<file path="config.mk">
export PLATFORM = sky130hd
export DESIGN_NAME = mandelbrot_escape_time_pixel_flat
export DESIGN_NICKNAME = d
export VERILOG_FILES = /design/src/rtl/met_pkg.sv /design/src/rtl/met_if.sv /design/src/rtl/mandelbrot_escape_time_pixel.sv /design/src/rtl/met_mul.sv /design/src/flat_wrapper.sv
export VERILOG_INCLUDE_DIRS = /design/src /design/src/rtl
export SDC_FILE = /design/constraint.sdc
export NUM_CORES = 2
export LEC_CHECK = 0
export BUFFER_PORTS_ARGS = -buffer_cell sky130_fd_sc_hd__buf_2
export CORE_ASPECT_RATIO = 0.5
export CORE_MARGIN = 2
export CORE_UTILIZATION = 53
export DETAILED_ROUTE_END_ITERATION = 6
export PLACE_DENSITY_LB_ADDON = 0.25
export SLEW_MARGIN = 20
export SYNTH_ARGS = -nofsm -noshare
export SYNTH_HDL_FRONTEND = slang
export SYNTH_SLANG_ARGS = --single-unit
</file>
<file path="constraint.sdc">
create_clock -name clk -period 13.7 [get_ports clk]
set_input_delay 3.425 -clock clk [delete_from_list [all_inputs] [get_ports clk]]
set_output_delay 3.425 -clock clk [all_outputs]
set_load 0.02 [all_outputs]
</file>
<file path="src/rtl/assert_macros.svh">
// Assertion macros shared by the RTL of the escape-time pixel block.
// Expects signals named clk and rst_n in the module that uses them.
`ifndef ASSERT_MACROS_SVH
`define ASSERT_MACROS_SVH

// Consequent must hold in the same cycle as the antecedent
`define MET_ASSERT_SAME(lbl, ante, cons) \
  lbl: assert property (@(posedge clk) disable iff (!rst_n) (ante) |-> (cons)) \
    else $error("escape-time pixel: same-cycle check failed");

// Consequent must hold in the cycle after the antecedent
`define MET_ASSERT_NEXT(lbl, ante, cons) \
  lbl: assert property (@(posedge clk) disable iff (!rst_n) (ante) |=> (cons)) \
    else $error("escape-time pixel: next-cycle check failed");

`endif

</file>
<file path="src/rtl/met_pkg.sv">
// Package for the escape-time pixel block: widths, reset values, codes,
// colour table and saturation helper. No dependencies.
`default_nettype none

package met_pkg;

  // Field and datapath widths
  localparam int DATA_W    = 32;
  localparam int STEP_W    = 31;
  localparam int IDX_W     = 10;
  localparam int CNT_W     = 8;
  localparam int CFG_IDX_W = 3;
  localparam int WIDE_W    = 48;
  localparam int PROD_W    = 64;
  localparam int FRAC_BITS = 28;

  // Parameter defaults
  localparam int IMAGE_SIZE_DEF   = 1024;
  localparam int PALETTE_SIZE_DEF = 16;

  // Register reset values
  localparam logic signed [DATA_W-1:0] REAL_START_RST = -32'sd536870912;
  localparam logic        [STEP_W-1:0] REAL_STEP_RST  = 31'd647496;
  localparam logic signed [DATA_W-1:0] IMAG_START_RST = -32'sd300647711;
  localparam logic        [STEP_W-1:0] IMAG_STEP_RST  = 31'd587203;
  localparam logic        [CNT_W-1:0]  ITER_LIMIT_RST = 8'd100;

  // Escape radius squared, 4.0 in Q4.28
  localparam logic signed [WIDE_W-1:0] FOUR_Q28 = 48'sd1073741824;

  // Saturation bounds
  localparam logic signed [WIDE_W-1:0] SAT_HI = 48'sd2147483647;
  localparam logic signed [WIDE_W-1:0] SAT_LO = -48'sd2147483648;

  // Configuration register indexes
  typedef enum logic [CFG_IDX_W-1:0] {
    REG_REAL_START = 3'd0,
    REG_REAL_STEP  = 3'd1,
    REG_IMAG_START = 3'd2,
    REG_IMAG_STEP  = 3'd3,
    REG_ITER_LIMIT = 3'd4
  } met_cfg_reg_t;

  // Sequencer states
  typedef enum logic [3:0] {
    S_IDLE,
    S_WRAP,
    S_CR,
    S_CI,
    S_XX,
    S_YY,
    S_XY,
    S_UPD,
    S_OUT
  } met_state_t;

  // Palette, words laid out as 0x00BBGGRR
  localparam logic [23:0] COLOUR_TABLE [16] = '{
    24'h0F1E42, 24'h1A0719, 24'h2F0109, 24'h490404,
    24'h640700, 24'h8A2C0C, 24'hB15218, 24'hD17D39,
    24'hE5B586, 24'hF8ECD3, 24'hBFE9F1, 24'h5FC9F8,
    24'h00AAFF, 24'h0080CC, 24'h005799, 24'h03346A
  };

  // Clamp a wide signed value to the signed 32-bit range
  function automatic logic signed [DATA_W-1:0] sat32(input logic signed [WIDE_W-1:0] v);
    logic signed [DATA_W-1:0] res;
    if (v > SAT_HI) begin
      res = 32'sh7FFF_FFFF;
    end else if (v < SAT_LO) begin
      res = 32'sh8000_0000;
    end else begin
      res = $signed(v[DATA_W-1:0]);
    end
    return res;
  endfunction

endpackage

`default_nettype wire

</file>
<file path="src/rtl/met_if.sv">
// Request channels of the escape-time pixel block: pixel in, result out.
// Depends on met_pkg for field widths.
`default_nettype none

// Pixel request: row and column
interface met_pix_if;
  import met_pkg::*;
  logic             valid;
  logic             ready;
  logic [IDX_W-1:0] row;
  logic [IDX_W-1:0] column;
  modport source(output valid, row, column, input ready);
  modport sink(input valid, row, column, output ready);
endinterface

// Result request: echoed pixel, count and colour bytes
interface met_res_if;
  import met_pkg::*;
  logic             valid;
  logic             ready;
  logic [IDX_W-1:0] out_row;
  logic [IDX_W-1:0] out_column;
  logic [CNT_W-1:0] iterations;
  logic [7:0]       byte_zero;
  logic [7:0]       byte_one;
  logic [7:0]       byte_two;
  modport source(output valid, out_row, out_column, iterations, byte_zero, byte_one,
                 byte_two, input ready);
  modport sink(input valid, out_row, out_column, iterations, byte_zero, byte_one,
               byte_two, output ready);
endinterface

`default_nettype wire

</file>
<file path="src/rtl/mandelbrot_escape_time_pixel.sv">
// Escape-time pixel engine: takes a pixel row and column, iterates z = z^2 + c in
// signed Q4.28 and returns the iteration count with a palette colour; one pixel at
// a time. The time from a request being taken to its result grows with the rounds
// done (at most iteration_limit) and with the index wrap steps (none when
// IMAGE_SIZE > 1023, otherwise the larger of the subtractions of IMAGE_SIZE needed to
// bring row and column in range); a new request is taken only after the result is. The
// pace is set by the single shared multiplier: each round needs x*x, y*y and x*y
// through it, plus an update step, and the final escape or limit test costs one more
// pass of x*x, y*y and the compare. in_ch.ready is high only while idle; a finished
// result is held on out_ch until taken. Depends on met_pkg, met_if, met_mul and
// assert_macros.svh.
`default_nettype none

`include "assert_macros.svh"

module mandelbrot_escape_time_pixel #(
  parameter int IMAGE_SIZE   = met_pkg::IMAGE_SIZE_DEF,
  parameter int PALETTE_SIZE = met_pkg::PALETTE_SIZE_DEF
) (
  input  logic                              clk,
  input  logic                              rst_n,
  met_pix_if.sink                           in_ch,
  met_res_if.source                         out_ch,
  input  logic                              cfg_we,
  input  logic [met_pkg::CFG_IDX_W-1:0]     cfg_index,
  input  logic [met_pkg::DATA_W-1:0]        cfg_data
);
  import met_pkg::*;

  localparam int PAL_W = (PALETTE_SIZE > 1) ? $clog2(PALETTE_SIZE) : 1;
  localparam logic [PAL_W-1:0] PAL_LAST = PAL_W'(PALETTE_SIZE - 1);
  localparam logic [IDX_W-1:0] IMG_SUB  = IDX_W'(IMAGE_SIZE);

  // Configuration registers
  logic signed [DATA_W-1:0] real_start_r, imag_start_r;
  logic        [STEP_W-1:0] real_step_r, imag_step_r;
  logic        [CNT_W-1:0]  limit_r;

  // Sequencer and datapath registers
  met_state_t               state_r, state_nxt;
  logic        [IDX_W-1:0]  row_r, row_nxt, col_r, col_nxt;
  logic        [IDX_W-1:0]  ridx_r, ridx_nxt, cidx_r, cidx_nxt;
  logic signed [DATA_W-1:0] cr_r, cr_nxt, ci_r, ci_nxt;
  logic signed [DATA_W-1:0] x_r, x_nxt, y_r, y_nxt;
  logic signed [WIDE_W-1:0] xx_r, xx_nxt, yy_r, yy_nxt;
  logic        [CNT_W-1:0]  count_r, count_nxt;
  logic        [PAL_W-1:0]  pal_r, pal_nxt;

  // Shared multiplier
  logic signed [DATA_W-1:0] mul_a, mul_b;
  logic signed [PROD_W-1:0] prod_r;
  logic signed [PROD_W-1:0] prod_q28, prod_q27;
  logic signed [WIDE_W-1:0] sq_w, xy2_w, sum_w;
  logic                     row_big, col_big, escape_w;
  logic [23:0]              word_w;

  met_mul u_mul (
    .clk    (clk),
    .op_a   (mul_a),
    .op_b   (mul_b),
    .prod_r (prod_r)
  );

  // Configuration writes
  always_ff @(posedge clk) begin
    if (!rst_n) begin
      real_start_r <= REAL_START_RST;
      real_step_r  <= REAL_STEP_RST;
      imag_start_r <= IMAG_START_RST;
      imag_step_r  <= IMAG_STEP_RST;
      limit_r      <= ITER_LIMIT_RST;
    end else if (cfg_we) begin
      case (cfg_index)
        REG_REAL_START: real_start_r <= $signed(cfg_data);
        REG_REAL_STEP:  real_step_r  <= cfg_data[STEP_W-1:0];
        REG_IMAG_START: imag_start_r <= $signed(cfg_data);
        REG_IMAG_STEP:  imag_step_r  <= cfg_data[STEP_W-1:0];
        REG_ITER_LIMIT: limit_r      <= cfg_data[CNT_W-1:0];
        default: ;
      endcase
    end
  end

  // Floor-rounded products back to Q4.28 (arithmetic shift rounds down)
  assign prod_q28 = prod_r >>> FRAC_BITS;
  assign prod_q27 = prod_r >>> (FRAC_BITS - 1);
  assign sq_w     = $signed(prod_q28[WIDE_W-1:0]);
  assign xy2_w    = $signed(prod_q27[WIDE_W-1:0]);
  assign sum_w    = xx_r + sq_w;
  assign escape_w = sum_w > FOUR_Q28;

  // Index wrap checks
  assign row_big = int'(ridx_r) >= IMAGE_SIZE;
  assign col_big = int'(cidx_r) >= IMAGE_SIZE;

  // Next state and datapath
  always_comb begin
    state_nxt = state_r;
    row_nxt   = row_r;
    col_nxt   = col_r;
    ridx_nxt  = ridx_r;
    cidx_nxt  = cidx_r;
    cr_nxt    = cr_r;
    ci_nxt    = ci_r;
    x_nxt     = x_r;
    y_nxt     = y_r;
    xx_nxt    = xx_r;
    yy_nxt    = yy_r;
    count_nxt = count_r;
    pal_nxt   = pal_r;
    mul_a     = x_r;
    mul_b     = x_r;
    case (state_r)
      S_IDLE: begin
        if (in_ch.valid) begin
          row_nxt   = in_ch.row;
          col_nxt   = in_ch.column;
          ridx_nxt  = in_ch.row;
          cidx_nxt  = in_ch.column;
          x_nxt     = '0;
          y_nxt     = '0;
          count_nxt = '0;
          pal_nxt   = '0;
          state_nxt = S_WRAP;
        end
      end
      S_WRAP: begin
        // one subtraction of the image size per cycle on each index
        if (row_big) ridx_nxt = ridx_r - IMG_SUB;
        if (col_big) cidx_nxt = cidx_r - IMG_SUB;
        if (!row_big && !col_big) state_nxt = S_CR;
      end
      S_CR: begin
        mul_a     = $signed({{(DATA_W-IDX_W){1'b0}}, cidx_r});
        mul_b     = $signed({1'b0, real_step_r});
        state_nxt = S_CI;
      end
      S_CI: begin
        cr_nxt    = sat32($signed(prod_r[WIDE_W-1:0]) + WIDE_W'(real_start_r));
        mul_a     = $signed({{(DATA_W-IDX_W){1'b0}}, ridx_r});
        mul_b     = $signed({1'b0, imag_step_r});
        state_nxt = S_XX;
      end
      S_XX: begin
        // first entry picks up ci; later entries keep the same value
        if (count_r == '0) ci_nxt = sat32($signed(prod_r[WIDE_W-1:0]) + WIDE_W'(imag_start_r));
        mul_a     = x_r;
        mul_b     = x_r;
        state_nxt = S_YY;
      end
      S_YY: begin
        xx_nxt    = sq_w;
        mul_a     = y_r;
        mul_b     = y_r;
        state_nxt = S_XY;
      end
      S_XY: begin
        // escape test before each round, together with the limit test
        yy_nxt = sq_w;
        mul_a  = x_r;
        mul_b  = y_r;
        if ((count_r >= limit_r) || escape_w) begin
          state_nxt = S_OUT;
        end else begin
          state_nxt = S_UPD;
        end
      end
      S_UPD: begin
        x_nxt     = sat32(xx_r - yy_r + WIDE_W'(cr_r));
        y_nxt     = sat32(xy2_w + WIDE_W'(ci_r));
        count_nxt = count_r + 1'b1;
        pal_nxt   = (pal_r == PAL_LAST) ? '0 : pal_r + 1'b1;
        state_nxt = S_XX;
      end
      S_OUT: begin
        if (out_ch.ready) state_nxt = S_IDLE;
      end
      default: state_nxt = S_IDLE;
    endcase
  end

  // Control state
  always_ff @(posedge clk) begin
    if (!rst_n) begin
      state_r <= S_IDLE;
    end else begin
      state_r <= state_nxt;
    end
  end

  // Payload registers
  always_ff @(posedge clk) begin
    row_r   <= row_nxt;
    col_r   <= col_nxt;
    ridx_r  <= ridx_nxt;
    cidx_r  <= cidx_nxt;
    cr_r    <= cr_nxt;
    ci_r    <= ci_nxt;
    x_r     <= x_nxt;
    y_r     <= y_nxt;
    xx_r    <= xx_nxt;
    yy_r    <= yy_nxt;
    count_r <= count_nxt;
    pal_r   <= pal_nxt;
  end

  // Handshakes and result payload
  assign word_w            = COLOUR_TABLE[4'(pal_r)];
  assign in_ch.ready       = (state_r == S_IDLE);
  assign out_ch.valid      = (state_r == S_OUT);
  assign out_ch.out_row    = row_r;
  assign out_ch.out_column = col_r;
  assign out_ch.iterations = count_r;
  assign out_ch.byte_zero  = word_w[23:16];
  assign out_ch.byte_one   = word_w[15:8];
  assign out_ch.byte_two   = word_w[7:0];

  // Checks
  `MET_ASSERT_SAME(a_no_overlap, out_ch.valid, !in_ch.ready)
  `MET_ASSERT_NEXT(a_busy_after_req, in_ch.valid && in_ch.ready, !in_ch.ready && !out_ch.valid)
  `MET_ASSERT_NEXT(a_idle_after_res, out_ch.valid && out_ch.ready, in_ch.ready)

endmodule

`default_nettype wire

</file>
<file path="src/rtl/met_mul.sv">
// Shared signed 32x32 multiplier with a registered 64-bit product.
// Depends on met_pkg for widths.
`default_nettype none

module met_mul (
  input  logic                               clk,
  input  logic signed [met_pkg::DATA_W-1:0]  op_a,
  input  logic signed [met_pkg::DATA_W-1:0]  op_b,
  output logic signed [met_pkg::PROD_W-1:0]  prod_r
);
  import met_pkg::*;

  logic signed [PROD_W-1:0] prod_nxt;

  // Full-width product, registered into prod_r
  assign prod_nxt = PROD_W'(op_a) * PROD_W'(op_b);

  always_ff @(posedge clk) begin
    prod_r <= prod_nxt;
  end

endmodule

`default_nettype wire
</file>
<file path="src/flat_wrapper.sv">
// flat-port wrapper written by rule: the top's interface ports become plain ports
module mandelbrot_escape_time_pixel_flat import met_pkg::*;
#(
  parameter int IMAGE_SIZE   = met_pkg::IMAGE_SIZE_DEF,
  parameter int PALETTE_SIZE = met_pkg::PALETTE_SIZE_DEF
)
  (clk, rst_n, cfg_we, cfg_index, cfg_data, in_ch_valid, in_ch_row, in_ch_column, in_ch_ready, out_ch_valid, out_ch_out_row, out_ch_out_column, out_ch_iterations, out_ch_byte_zero, out_ch_byte_one, out_ch_byte_two, out_ch_ready);
  met_pix_if in_ch_i ();
  met_res_if out_ch_i ();
  input  logic clk;
  input  logic rst_n;
  input  logic cfg_we;
  input  logic [met_pkg::CFG_IDX_W-1:0] cfg_index;
  input  logic [met_pkg::DATA_W-1:0] cfg_data;
  input wire logic [$bits(in_ch_i.valid)-1:0] in_ch_valid;
  input wire logic [$bits(in_ch_i.row)-1:0] in_ch_row;
  input wire logic [$bits(in_ch_i.column)-1:0] in_ch_column;
  output wire logic [$bits(in_ch_i.ready)-1:0] in_ch_ready;
  output wire logic [$bits(out_ch_i.valid)-1:0] out_ch_valid;
  output wire logic [$bits(out_ch_i.out_row)-1:0] out_ch_out_row;
  output wire logic [$bits(out_ch_i.out_column)-1:0] out_ch_out_column;
  output wire logic [$bits(out_ch_i.iterations)-1:0] out_ch_iterations;
  output wire logic [$bits(out_ch_i.byte_zero)-1:0] out_ch_byte_zero;
  output wire logic [$bits(out_ch_i.byte_one)-1:0] out_ch_byte_one;
  output wire logic [$bits(out_ch_i.byte_two)-1:0] out_ch_byte_two;
  input wire logic [$bits(out_ch_i.ready)-1:0] out_ch_ready;
  assign in_ch_i.valid = in_ch_valid;
  assign in_ch_i.row = in_ch_row;
  assign in_ch_i.column = in_ch_column;
  assign in_ch_ready = in_ch_i.ready;
  assign out_ch_valid = out_ch_i.valid;
  assign out_ch_out_row = out_ch_i.out_row;
  assign out_ch_out_column = out_ch_i.out_column;
  assign out_ch_iterations = out_ch_i.iterations;
  assign out_ch_byte_zero = out_ch_i.byte_zero;
  assign out_ch_byte_one = out_ch_i.byte_one;
  assign out_ch_byte_two = out_ch_i.byte_two;
  assign out_ch_i.ready = out_ch_ready;
  mandelbrot_escape_time_pixel #(.IMAGE_SIZE(IMAGE_SIZE), .PALETTE_SIZE(PALETTE_SIZE)) u_core (.clk(clk), .rst_n(rst_n), .in_ch(in_ch_i), .out_ch(out_ch_i), .cfg_we(cfg_we), .cfg_index(cfg_index), .cfg_data(cfg_data));
endmodule
</file>
==> metrics <==
number of global-route vias before repair 52200; # port buffers 113; final net count 8747; CP bufs+invs 7; final worst slack 1960 ps; outcome complete, but fails checks; failing checks design-rule violations; most used cell, CP fa_1; first-pass GRT wire length 328000 µm; CP max stage delay 950 ps; Setup Skew 53.2 ps; Worst path slowest cell o21a_1; reg2reg start u_core.state_r[1]; Max clock buf depth 3; count leader, synth inv_1; Crit path max-delay family adder cells; Post-DP HPWL 172000 µm; Final Setup Violations 0; Routability Congestion 0.998; Die Span Y 251 µm; Post-synth ARST share 0; Slew headroom 0.166; path type of the worst setup path reg -> reg; setup TNS 0 ps; post-synthesis instance total 7234; synth unique cells 103; CP Capture Type flip-flop; sequential area share after synthesis 0.170; max-slew violations 0; Worst EP arrival 12310 ps; Clock Latency Late Sink 650 ps; root buf cell clkbuf_16; Routed Antenna Nets 0; grt total ovfl 0; die width 498 µm; All-Layer GR Usage 0.349; CTS Sinks 434; Req. time, crit path 14270 ps; H-Tree Depth 2; register bit total from synthesis 434; antenna violations before repair 22; Critical path origin u_core.state_r[1]; Hold Path Origin u_core.imag_step_r[30]; Post-Syn Nets 8825; share of the synthesized area in the top cell type 0.347; Avg Synthesized Cell Area 8.95 µm²; share of layout cells above drive strength 1 0.0634; Final min period 11740 ps; CTS tree yes; drc violations 26; final wirelength 215000 µm; post-synth top area cell fa_1; RSZ-0062 raised after global routing no; Pre-Repair DR Iteration Count 7; Hold Crit Class reg -> reg; IO Count 114; synth top area cells fa_1 35%, edfxtp_1 11%, ha_1 7.9%, inv_1 7.1%, dfxtp_1 6.2%; Final Hold Viols 0; pre-CTS setup slack 2280 ps; period utilization 0.857; number of post-CTS setup repair buffers 0; Initial Utilization 0.536; post_cts resized 0; Hold-fix buffers, CTS 0; largest net degree at the start of global routing 90; yosys warns 0; vias per cell 5.96; core area 121000 µm²; EDFF count, synth 232; Synth top cells by count 1220 x inv_1, 1122 x fa_1, 977 x nand2_1; Max-Cap Viols 0; drt wl/cell 24.4 µm; mapped cell area 64700 µm²; clk slew on worst S/H paths 60 ps; die area 125000 µm²; Layout Area Growth over Synthesis 6.26%; total number of vias 52500; # rows 90; Fillers 10900; highest clock rate 0.0852 GHz; initial DRC count 6217; worst-path fanout max 55; crit start category flip-flop; Num CTS Buffers 48; Least-Margin Pin Slew 1240 ps; Synth Flop Type edfxtp_1
[registers in the layout, indices dropped and copies added (netlist names)]
signal and count:
u_core.y_r 32, u_core.real_start_r 32, u_core.out_ch.iterations 8, u_core.ci_r 32
u_core.pal_r 4, u_core.yy_r 36, u_core.imag_start_r 32, u_core.limit_r 8
u_core.out_ch.out_row 10, u_core.state_r 4, u_core.x_r 32, u_core.cr_r 32
u_core.u_mul.prod_r 64, u_core.xx_r 36, u_core.real_step_r 31, u_core.imag_step_r 31
u_core.out_ch.out_column 10
[path summary, 6_finish.rpt]
kind	to	slack (ps)	cells past startpoint
max	u_core.u_mul.prod_r[60]	1960	33
max reg2reg	u_core.u_mul.prod_r[60]	1960	33
min	u_core.imag_step_r[30]	470	2
min reg2reg	u_core.imag_step_r[30]	470	2
[stage by stage]
stage               cells  utilization  cell area (µm²)  hold slack (ps)
floorplan            7234            -            64700              439
global placement     8715        0.554            66900              453
detailed placement   8715        0.554            66900              456
CTS                  8805        0.568            68700              467
global route         8807        0.569            68700              481
finish               8822        0.569            68800              467
[area by class of cell]
class	count	area, µm²	share of cell area
antenna	16	40.0	0.000582
clock buffer	58	1310	0.0191
clock inverter	32	424	0.00617
inverter	1220	4580	0.0666
multi-input combinational	5216	47900	0.696
sequential	434	11000	0.160
tap	1610	2010	0.0293
timing repair buffer	236	1500	0.0219
[layout by cell type (no fill, tap or decap), types with 47 or more instances in the layout]
| cell type | Yosys | layout |
|---|---|---|
| o21ai_0 | 183 | 176 |
| a21o_1 | 118 | 118 |
| o21a_1 | 61 | 61 |
| a21boi_0 | 99 | 99 |
| edfxtp_1 | 232 | 232 |
| buf_4 | 6 | 123 |
| nor3_1 | 50 | 47 |
| a21oi_1 | 272 | 268 |
| ha_1 | 409 | 409 |
| xor2_1 | 97 | 97 |
| fa_1 | 1122 | 1122 |
| o21ai_1 | 95 | 90 |
| nand4_1 | 54 | 54 |
| inv_1 | 1220 | 1220 |
| xnor2_1 | 147 | 142 |
| nor2_1 | 714 | 710 |
| buf_2 | 24 | 112 |
| nand2_1 | 977 | 976 |
| dfxtp_1 | 202 | 202 |
| clkbuf_16 | 0 | 50 |
| nand3_1 | 102 | 102 |
[worst min-delay path: cells and delay by family, from the launching register on]
family	cells	cell delay, ps
simple gates	1	50
flops	1	310
compound gates	1	60
[metal layers]
layer | part of all wire | global-route usage
met5 | 0.00021 | 0
met1 | 0.41 | 0.494
met4 | 0.041 | 0.118
met3 | 0.14 | 0.111
met2 | 0.41 | 0.506
[cell families after synthesis]
logic type,synth area share
compound gates,0.134
simple gates,0.142
buf+inv,0.0933
fa+ha+maj,0.426
flops,0.170
xor+xnor,0.0330
mux,0.00189
Power is left out: the tool's default activity adds up to more than one toggle a clock period on the data nets, which glitch-free logic cannot reach.
